`config.mk`:
```
export PLATFORM = sky130hd
export DESIGN_NAME = q2e_scale
export DESIGN_NICKNAME = d
export VERILOG_FILES = /design/src/design/q2e_pkg.sv /design/src/design/q2e_scale.sv
export SDC_FILE = /design/constraint.sdc
export NUM_CORES = 1
export LEC_CHECK = 0
export ABC_AREA = 1
export ABC_CLOCK_PERIOD_IN_PS = 7830
export BUFFER_PORTS_ARGS = -buffer_cell sky130_fd_sc_hd__buf_2
export CAP_MARGIN = 20
export CORE_ASPECT_RATIO = 1.4
export CORE_UTILIZATION = 30
export CTS_BUF_LIST = sky130_fd_sc_hd__clkbuf_8
export DETAILED_ROUTE_END_ITERATION = 7
export SLEW_MARGIN = 10
export SYNTH_ARGS = -nofsm -noshare
export SYNTH_HDL_FRONTEND = slang
export SYNTH_SLANG_ARGS = --single-unit
```
`constraint.sdc`:
```
create_clock -name clk -period 7.83 [get_ports clk]
set_input_delay 1.9575 -clock clk [delete_from_list [all_inputs] [get_ports clk]]
set_output_delay 1.9575 -clock clk [all_outputs]
set_load 0.05 [all_outputs]
```
`src/design/q2e_pkg.sv`:
```
// shared types, widths, constants and the arctangent table for the quaternion to euler block
`default_nettype none
package q2e_pkg;

	// input components and products
	localparam int COMP_W = 16;
	localparam int PROD_W = 32;
	// atan2 operand width as it leaves the front end
	localparam int OP_W = 35;
	// clamped asin argument and its cosine
	localparam int P_W = 31;
	localparam int C_W = 30;
	// square root radicand and partial root
	localparam int RAD_W = 59;
	localparam int RES_W = 60;
	localparam int SQ_STEPS = 30;
	// vectoring datapath, normalization magnitude and angle accumulator
	localparam int CW = 44;
	localparam int MAG_W = 41;
	localparam int NORM_STEPS = 6;
	localparam int NORM_TOP = 40;
	localparam int ZW = 35;
	// scaling
	localparam int UW = 37;
	localparam int U_CLAMP_W = 33;
	localparam int SPROD_W = 48;
	localparam int OUT_W = 16;
	localparam int OFS_W = 15;
	localparam int SCALE_FULL = 23040;
	localparam int TABLE_LEN = 24;
	localparam int ANGLE_ITERATIONS_DEF = 16;

	// configuration register indexes
	localparam int CFG_IDX_W = 2;
	typedef enum logic [CFG_IDX_W-1:0] {
		CFG_ROLL_OFFSET  = 2'd0,
		CFG_PITCH_OFFSET = 2'd1,
		CFG_YAW_OFFSET   = 2'd2
	} cfg_reg_t;

	// operands handed from the front end through the root stages
	typedef struct packed {
		logic signed [OP_W-1:0] rn;
		logic signed [OP_W-1:0] rd;
		logic signed [OP_W-1:0] yn;
		logic signed [OP_W-1:0] yd;
		logic signed [P_W-1:0]  p;
	} front_data_t;

	// one result item
	typedef struct packed {
		logic signed [OUT_W-1:0] roll;
		logic signed [OUT_W-1:0] pitch;
		logic signed [OUT_W-1:0] yaw;
	} euler_t;

	// arctangent of 2^-i in binary turn units (2^32 per turn)
	function automatic logic [29:0] atan_turn(input int i);
		logic [29:0] r;
		case (i)
			0:  r = 30'd536870912;
			1:  r = 30'd316933406;
			2:  r = 30'd167458907;
			3:  r = 30'd85004756;
			4:  r = 30'd42667331;
			5:  r = 30'd21354465;
			6:  r = 30'd10679838;
			7:  r = 30'd5340245;
			8:  r = 30'd2670163;
			9:  r = 30'd1335087;
			10: r = 30'd667544;
			11: r = 30'd333772;
			12: r = 30'd166886;
			13: r = 30'd83443;
			14: r = 30'd41722;
			15: r = 30'd20861;
			16: r = 30'd10430;
			17: r = 30'd5215;
			18: r = 30'd2608;
			19: r = 30'd1304;
			20: r = 30'd652;
			21: r = 30'd326;
			22: r = 30'd163;
			23: r = 30'd81;
			default: r = 30'd0;
		endcase
		return r;
	endfunction

	// magnitude of a vectoring operand, widened to the datapath
	function automatic logic [CW-1:0] mag_of(input logic signed [CW-1:0] v);
		logic [CW-1:0] r;
		r = v[CW-1] ? CW'(-v) : CW'(v);
		return r;
	endfunction

endpackage
`default_nettype wire

```
`src/design/q2e_scale.sv`:
```
// angle to 0..180 scale in 1/128 steps with rounding and offset subtraction
`default_nettype none
module q2e_scale (
	input  wire logic clk,
	input  wire logic arst_n,
	input  wire logic en,
	input  wire logic valid_in,
	input  wire logic signed [q2e_pkg::ZW-1:0] roll_z,
	input  wire logic signed [q2e_pkg::ZW-1:0] pitch_z,
	input  wire logic signed [q2e_pkg::ZW-1:0] yaw_z,
	input  wire logic [q2e_pkg::OFS_W-1:0] roll_ofs,
	input  wire logic [q2e_pkg::OFS_W-1:0] pitch_ofs,
	input  wire logic [q2e_pkg::OFS_W-1:0] yaw_ofs,
	output logic valid_out,
	output q2e_pkg::euler_t res
);
	localparam int UW = q2e_pkg::UW;
	localparam int CLW = q2e_pkg::U_CLAMP_W;
	localparam int PRW = q2e_pkg::SPROD_W;
	localparam int OW = q2e_pkg::OUT_W;
	localparam logic signed [UW-1:0] HALF = UW'(64'sd1 <<< 31);
	localparam logic signed [UW-1:0] FULL = UW'(64'sd1 <<< 32);
	localparam logic [PRW-1:0] RND = PRW'(64'd1 << 31);
	localparam logic [PRW-1:0] SCALE = PRW'(q2e_pkg::SCALE_FULL);

	logic signed [q2e_pkg::ZW-1:0] z_in [3];
	logic [q2e_pkg::OFS_W-1:0] ofs [3];
	logic [CLW-1:0] u_s1 [3];
	logic [PRW-1:0] pr_s2 [3];
	logic signed [OW-1:0] o_s3 [3];
	logic v_s1, v_s2, v_s3;

	assign z_in[0] = roll_z;
	assign z_in[1] = pitch_z;
	assign z_in[2] = yaw_z;
	assign ofs[0] = roll_ofs;
	assign ofs[1] = pitch_ofs;
	assign ofs[2] = yaw_ofs;

	always_ff @(posedge clk or negedge arst_n) begin
		if (!arst_n) begin
			v_s1 <= 1'b0;
			v_s2 <= 1'b0;
			v_s3 <= 1'b0;
		end else if (en) begin
			v_s1 <= valid_in;
			v_s2 <= v_s1;
			v_s3 <= v_s2;
		end
	end

	for (genvar a = 0; a < 3; a++) begin : g_lane
		logic signed [UW-1:0] u_c;
		logic [PRW-1:0] sum_c;

		// pitch covers a half turn, so its angle is doubled
		always_comb begin
			if (a == 1)
				u_c = (UW'(z_in[a]) <<< 1) + HALF;
			else
				u_c = UW'(z_in[a]) + HALF;
			if (u_c < 0)
				u_c = '0;
			else if (u_c > FULL)
				u_c = FULL;
		end

		assign sum_c = pr_s2[a] + RND;

		always_ff @(posedge clk) begin
			if (en) begin
				u_s1[a]  <= u_c[CLW-1:0];
				pr_s2[a] <= PRW'(u_s1[a]) * SCALE;
				o_s3[a]  <= $signed(sum_c[PRW-1:32]) - $signed(OW'(ofs[a]));
			end
		end
	end

	assign valid_out = v_s3;
	assign res.roll = o_s3[0];
	assign res.pitch = o_s3[1];
	assign res.yaw = o_s3[2];
endmodule
`default_nettype wire

```
# Yosys cells after proc, flatten, opt, wreduce, memory -nomap -nowiden
# Memories as Yosys holds them, arrays and structs flattened.
# Cells that the tools add are included.
word_totals:
  regBits: 3
  ramBits: 264
  input_bits: 154
  out_inout_bits: 49
  word_cells: 32
  n_memories: 3
mem_list:
  columns: ["memory", "depth", "word_bits", "rd", "rd_ports_with_merged_regs", "wr", "line_no", "rtl"]
  rows:
  - ["pr_s2", 3, 39, 3, 0, 3, "q2e_scale.sv:29", "logic [PRW-1:0] pr_s2 [3];"]
  - ["u_s1", 3, 33, 3, 0, 3, "q2e_scale.sv:28", "logic [CLW-1:0] u_s1 [3];"]
  - ["o_s3", 3, 16, 3, 0, 3, "q2e_scale.sv:30", "logic signed [OW-1:0] o_s3 [3];"]
op_classes:
  n_addsub: 9
  n_mul: 3
  n_lt_le_gt_ge: 6
  muxes: 8
op_table:
  columns: ["operator", "count"]
  rows:
  - ["33-bit 2-to-1 mux", 6]
  - ["48-bit by 32-bit adder with 48-bit output (second input constant)", 3]
  - ["33-bit by 6-bit multiplier with 39-bit output (second input constant)", 3]
  - ["35-bit by 33-bit adder with 36-bit output (second input constant)", 2]
  - ["36-bit by 34-bit > comparator with 1-bit output (second input constant)", 2]
  - ["36-bit by 1-bit < comparator with 1-bit output (second input constant)", 2]
  - ["16-bit subtractor", 3]
  - ["36-bit by 33-bit adder with 37-bit output (second input constant)", 1]
  - ["37-bit by 34-bit > comparator with 1-bit output (second input constant)", 1]
  - ["37-bit by 1-bit < comparator with 1-bit output (second input constant)", 1]
  - ["1-bit 2-to-1 mux", 2]

# Logic depth before layout (Yosys ltp)
# Gate-level depths: netlist of run 1.
depth:
  word_depth: 4
  mapped_depth: 19
  ltp_nobuf: 18

# Least setup slack after synthesis of run 1
# No wires, ideal clock.
synth_path:
  path_kind: "in2reg"
  startpoint: "in roll_ofs[0] (netlist bit)"
  endpoint: "mem o_s3[0][12] (netlist bit) (data pin)"
  setup_time_ps: 260
  arrival_time_ps: 3279
  required_time_ps: 7570
  setup_slack_ps: 4291
  cell_stages: 11
  n_path_buf: 0
  cell_sequence: "ha_1 inv_1 fa_1 nand2_1 nand2_1 o21ai_1 o21ai_2 a21o_1 nand3_1 nand2_1 xor2_1"
synth_lines:
  columns: ["element", "line_no", "rtl"]
  rows:
  - ["start, declared", "q2e_scale.sv:11", "input wire logic [q2e_pkg::OFS_W-1:0] roll_ofs,"]
  - ["end, declared", "q2e_scale.sv:30", null]

==> results of run 1 <==
[power breakdown]
part / switching, mW / total, mW / leakage (nW) / internal [mW]
combinational: 3.83 / 5.85 / 10.9 / 2.02
sequential: 0.245 / 1.95 / 1.94 / 1.71
clock: 0.481 / 0.747 / 0.202 / 0.266
[state kept, by name, summed over array words and instances, names as in the netlist]
register and count:
u_s1 98, pr_s2 51, o_s3 48, v_s1 1, v_s2 1, valid_out 1
[per-layer routing]
layer  share of wire, %  track usage (%)  vias to the layer above
li1                   -                -                     9520
met4                3.2             6.38                        6
met1                 41             16.2                     8310
met2                 52             28.0                      323
met5              0.081                0                        -
met3                3.2             2.01                       91
[worst max path at each step]
| stage | end | slack, ns | depth (start not counted) |
|---|---|---|---|
| 2_1_floorplan | o_s3[0][12] | 4.29 | 11 |
| 3_3_place_gp | u_s1[0][27] | 3.39 | 9 |
| 3_5_place_dp | u_s1[0][28] | 3.38 | 9 |
| 4_1_cts | pr_s2[0][34] | 3.98 | 13 |
| 5_1_grt | pr_s2[0][32] | 3.74 | 16 |
| 6_report | pr_s2[0][31] | 3.92 | 14 |
[layout make-up]
cell class,count,area [um2],area share (%)
flip-flops and latches,200,5990,23.5
inverters,639,2400,9.41
multi-input cells,1961,14400,56.6
diodes,1,2.50,0.00982
clock inverters,15,161,0.633
well taps,968,1210,4.75
repair buffers,205,1060,4.17
clock buffers,17,234,0.918
[synth_stat cells (all sizes together)]
| cell type | instances |
|---|---|
| a21oi | 193 |
| nand4 | 46 |
| a211oi | 2 |
| edfxtp | 197 |
| nor2 | 275 |
| o22ai | 1 |
| o21ai | 102 |
| a31o | 2 |
| nor3 | 49 |
| clkbuf | 3 |
| xnor2 | 32 |
| a21boi | 11 |
| nand3 | 103 |
| a21o | 38 |
| o21bai | 22 |
| nor4 | 19 |
| o211ai | 4 |
| a31oi | 7 |
| nor3b | 2 |
| nand3b | 3 |
| xor2 | 137 |
| nand2 | 440 |
| o31ai | 5 |
| mux2 | 1 |
| inv | 639 |
| o311ai | 1 |
| and2 | 1 |
| buf | 7 |
| and3 | 2 |
| ha | 328 |
| dfrtp | 3 |
| o21a | 11 |
| fa | 124 |
[metrics by stage]
stage,utilization [%],instance area (um2),instances
floorplan,-,22900,2810
global placement,33.3,25100,3972
detailed placement,33.3,25100,3973
CTS,33.8,25500,4005
global route,33.8,25500,4006
finish,33.8,25500,4006
[kinds of logic (layout without fill, tap and decap cells)]
logic type | count (synthesis) | after routing | share of synthesized area [%]
xor gates and xnor gates | 169 | 169 | 6.47
AOI/OAI and AO/OA | 399 | 399 | 9.91
muxes | 1 | 1 | 0.0492
adders and majority gates | 452 | 452 | 28.8
DFF | 200 | 200 | 26.2
other | 0 | 1 | 0
and+or+nand+nor | 940 | 940 | 17.8
buffers and inverters | 649 | 876 | 10.8
==> flow_summary.json, run 1 <==
{
  "grt_pass1_wl_um": 90200,
  "finalNetCount": 3630,
  "gr-total-overflow": 0,
  "relSlewSlack_pct": 45.4,
  "path_clk_slew_ns": 0.13,
  "r2r_end": "pr_s2[0][31]",
  "power.leakage_nw": 13.0,
  "ys_types": 51,
  "die_area_mm2": 0.0774,
  "grt_max_degree": 110,
  "drt_wl_total_um": 55200,
  "cts_tree": "built",
  "die_y_um": 329,
  "antenna_found_initial": 8,
  "min_path_type": "reg2reg",
  "worstSetupEndpointType": "flop",
  "place_congestion": 0.915,
  "setup-violations-final": 0,
  "cts_buffer_depth": 2,
  "fp.coreArea_mm2": 0.0753,
  "power_density_mw_per_mm2": 336,
  "crit_chain": "ha_1, fa_1, inv_1, fa_1, inv_1, ha_1, inv_1, o21bai_1, a21oi_1, nor3_1, nor3_1, nand2_1, nand2_1, nand2_1",
  "final_common_cell": "inv_1",
  "drv_cap": 0,
  "ant_nets": 0,
  "start_util_pct": 30.4,
  "rsz0062_at_grt": "false",
  "grt_pass1_vias": 18854,
  "postCtsResizedCells": 0,
  "finalPower_mw": 8.55,
  "synth_area_mm2": 0.0229,
  "clock_latency_ns": 0.59,
  "critPathMaxFanout": 5,
  "synth_cells": 2810,
  "max_freq_mhz": 256,
  "syn2layout_area_growth_pct": 11.4,
  "cts_root_buf": "clkbuf_8",
  "cts_sinks": 200,
  "status": "completed",
  "hold_start": "valid_out",
  "max-vdd-ir-drop_mv": 0.151,
  "netlist.area_leader.share_pct": 25.9,
  "reg2regPathDepth": 14,
  "num_io_pins": 203,
  "fin_setup_tns_ns": 0,
  "drive_above_1_share_pct": 9.22,
  "hpwl_um": 47600,
  "min_to": "valid_out",
  "seq_area_frac_synth_pct": 26.2,
  "numCtsBuffers": 17,
  "htreeDepth": 4,
  "worstPathArrival_ns": 4.26,
  "wl_per_cell_um": 13.8,
  "drtPass1Iterations": 5,
  "tightest_slew_ns": 0.819,
  "postSynthAreaPerCell_um2": 8.14,
  "mostFrequentLayoutCells": "inv_1, nand2_1, ha_1",
  "setup.worst_path.start": "u_s1[0][21]",
  "cp-start-kind": "flop",
  "worst-setup-path-type": "reg2reg",
  "cts_setup_buffers": 0,
  "rrSetupSlack_ns": 3.92,
  "synth_top_area_cell": "edfxtp_1",
  "path_buf_inv": 3,
  "worstPathRequired_ns": 8.18,
  "syn_nets": 3416,
  "fillers": 8058,
  "first_iter_violations": 612,
  "path_delay_family": "adder cells",
  "die_x_um": 235,
  "critPathMaxStageDelay_ns": 0.56,
  "port-buffer-count": 202,
  "cts_hold_buf": 0,
  "synth_seq_cells": 200,
  "synth_area_leaders": "edfxtp_1, ha_1, fa_1, inv_1, nand2_1",
  "final_hold_viol_count": 0,
  "min_period_ns": 3.91,
  "timing.final.crit_share_pct": 49.9,
  "slew_violations": 0,
  "worst_hold_path.num_cells": 1,
  "holdWs_ns": 0.520,
  "vias_per_cell": 4.56,
  "drc": 0,
  "gr-usage-all-layers_pct": 14.7,
  "cpMaxStageDelayCell": "fa_1",
  "place_ws_ns": 3.38,
  "yosysWarningCount": 0,
  "num_vias": 18250,
  "rows": 119,
  "setup_ws_ns": 3.92,
  "reg2reg_from": "u_s1[0][21]",
  "skew_ns": 0.0272
}
Power figures use the tool's default switching activity.
==> inputs of run 2 (changes only) <==
Settings changed: ABC_CLOCK_PERIOD_IN_PS 7830 to 3550.
Clock period 7.83 ns to 3.55 ns, I/O delays scaled along.
==> run 2 against run 1 <==
Effect of this change:
- maximum frequency rose by 13%
- setup slack worse by 3.8 ns
- utilization increased by 3.4 points
- highest routed layer unchanged
- final area rose by 10%
==> flow_summary.json, run 2 (synthesis results as in run 1) <==
{
  "worstPathArrival_ns": 3.85,
  "reg2regPathDepth": 15,
  "critPathMaxFanout": 4,
  "syn2layout_area_growth_pct": 22.5,
  "largest_reg_flops": 98,
  "p_seq_share_pct": 20.3,
  "slew_violations": 0,
  "die_y_um": 329,
  "die_area_mm2": 0.0774,
  "cts_sinks": 200,
  "drive_above_1_share_pct": 22.1,
  "worstSetupEndpointType": "flop",
  "path_clk_slew_ns": 0.13,
  "num_io_pins": 203,
  "cts_root_buf": "clkbuf_8",
  "finalNetCount": 3755,
  "skew_ns": 0.0295,
  "final_hold_viol_count": 0,
  "setup-violations-final": 0,
  "grt_pass1_wl_um": 92100,
  "start_util_pct": 30.4,
  "drc": 0,
  "place_area_mm2": 0.0257,
  "final_common_cell": "inv_1",
  "stdcell_area_mm2": 0.0280,
  "num_vias": 18962,
  "relSlewSlack_pct": 64.6,
  "worstPathRequired_ns": 3.92,
  "grt_use_met1_pct": 16.5,
  "fp.coreArea_mm2": 0.0753,
  "regArea_mm2": 0.00599,
  "grt_max_degree": 68,
  "top_regs": "u_s1 x98, pr_s2 x51, o_s3 x48",
  "power.switching_mw": 11.1,
  "top_usage_layer": "met2",
  "tightest_slew_ns": 0.525,
  "min_period_ns": 3.47,
  "grt_pass1_vias": 19291,
  "cp-start-kind": "flop",
  "pwr-share-comb_pct": 72.4,
  "drt_wl_total_um": 58100,
  "timing.final.crit_share_pct": 97.8,
  "ant_nets": 0,
  "gr-total-overflow": 0,
  "drtPass1Iterations": 5,
  "status": "completed",
  "gr-usage-all-layers_pct": 15.0,
  "internal-power_mw": 10.3,
  "mostFrequentLayoutCells": "inv_1, nand2_1, ha_1",
  "htreeDepth": 4,
  "use_met2_pct": 28.6,
  "rsz0062_at_grt": "true",
  "cts_buffer_depth": 2,
  "antenna_found_initial": 9,
  "port-buffer-count": 202,
  "die_x_um": 235,
  "clock_latency_ns": 0.60,
  "rows": 119,
  "wl_per_cell_um": 14.1,
  "hpwl_um": 48800,
  "switching_share_pct": 51.9,
  "place_congestion": 0.920,
  "max-vdd-ir-drop_mv": 0.340,
  "first_iter_violations": 638,
  "power.leakage_nw": 13.7,
  "regMostFlops": "u_s1",
  "max_freq_mhz": 288,
  "multiInputGateArea_mm2": 0.0160,
  "min_path_type": "in2async",
  "use_met3_pct": 2.18,
  "vias_per_cell": 4.59,
  "post-route-util_pct": 37.2,
  "fillers": 7832,
  "p_clk_share_pct": 7.3,
  "drv_cap": 0,
  "power_density_mw_per_mm2": 764,
  "worst-setup-path-type": "reg2reg",
  "cts_tree": "built",
  "numCtsBuffers": 17
}
==> run 2: changes by cell type in the layout (fill, tap and decap cells not counted), sizes merged <==
cell / before / now
buf: 205 / 330
bufinv: 1 / 0
clkinv: 5 / 6
==> run 2: repair_timing <==
item	CTS	global route
hold buffers	0	0
endpoints found under the setup margin	18	48
gates resized for setup	32	339
pin swaps	4	86
setup buffers	3	35
==> run 2: layout make-up <==
class                   count  share of cell area (%)
flip-flops and latches    200                    21.4
well taps                 968                    4.32
clock buffers              17                   0.835
clock inverters            15                   0.500
diodes                      1                 0.00893
inverters                 639                    8.56
repair buffers            330                    7.20
multi-input cells        1961                    57.2
==> run 2: metal layers <==
layer  wire, um  vias to the layer above
li1           -                     9787
met1      23800                     8746
met2      30600                      329
met3       2080                       92
met4       1590                        8
met5         51                        -
==> run 2: power by group through the flow <==
stage / Combinational [mW] / Sequential (mW) / Clock [mW]
4_1_cts: 13.7 / 4.33 / 1.64
2_1_floorplan: 8.87 / 5.20 / 0
3_3_place_gp: 13.4 / 4.38 / 0
3_5_place_dp: 13.5 / 4.39 / 0
5_1_grt: 17.4 / 4.41 / 1.70
6_report: 15.5 / 4.34 / 1.56
==> run 2: final timing paths <==
check	from	endpoint	slack [ns]
max in group asynchronous	arst_n	v_s2	3.37
hold / removal	arst_n	v_s1	0.07
setup / recovery	u_s1[0][21]	pr_s2[0][34]	0.08
hold reg to reg	v_s1	v_s2	0.52
setup reg to reg	u_s1[0][21]	pr_s2[0][34]	0.08
min in group clk	v_s1	v_s2	0.52
==> run 2: critical path, stage by stage, from the launching register on <==
cell,delay [ns]
edfxtp_1,0.48
ha_1,0.31
inv_1,0.07
buf_4,0.14
fa_1,0.47
inv_1,0.05
fa_1,0.48
ha_4,0.30
nand2_2,0.09
inv_1,0.09
a21oi_2,0.07
buf_4,0.13
o21ai_1,0.28
a21boi_1,0.13
nand3_1,0.10
nand2_1,0.06
==> run 2: through the flow <==
| stage | hold WS [ns] | cells | setup TNS (ns) | setup slack [ns] | power [mW] |
|---|---|---|---|---|---|
| 3_5_place_dp | 0.494 | 4060 | -0.826 | -0.163 | 17.9 |
| 4_1_cts | 0.00472 | 4095 | -0.0926 | -0.0646 | 19.7 |
| 6_report | 0.0749 | 4131 | 0 | 0.0765 | 21.4 |
| 5_1_grt | 0.0344 | 4131 | -0.651 | -0.0707 | 23.5 |
| 3_3_place_gp | 0.488 | 4060 | -0.558 | -0.130 | 17.8 |
| 2_1_floorplan | 0.478 | 2810 | 0 | 0.297 | 14.1 |
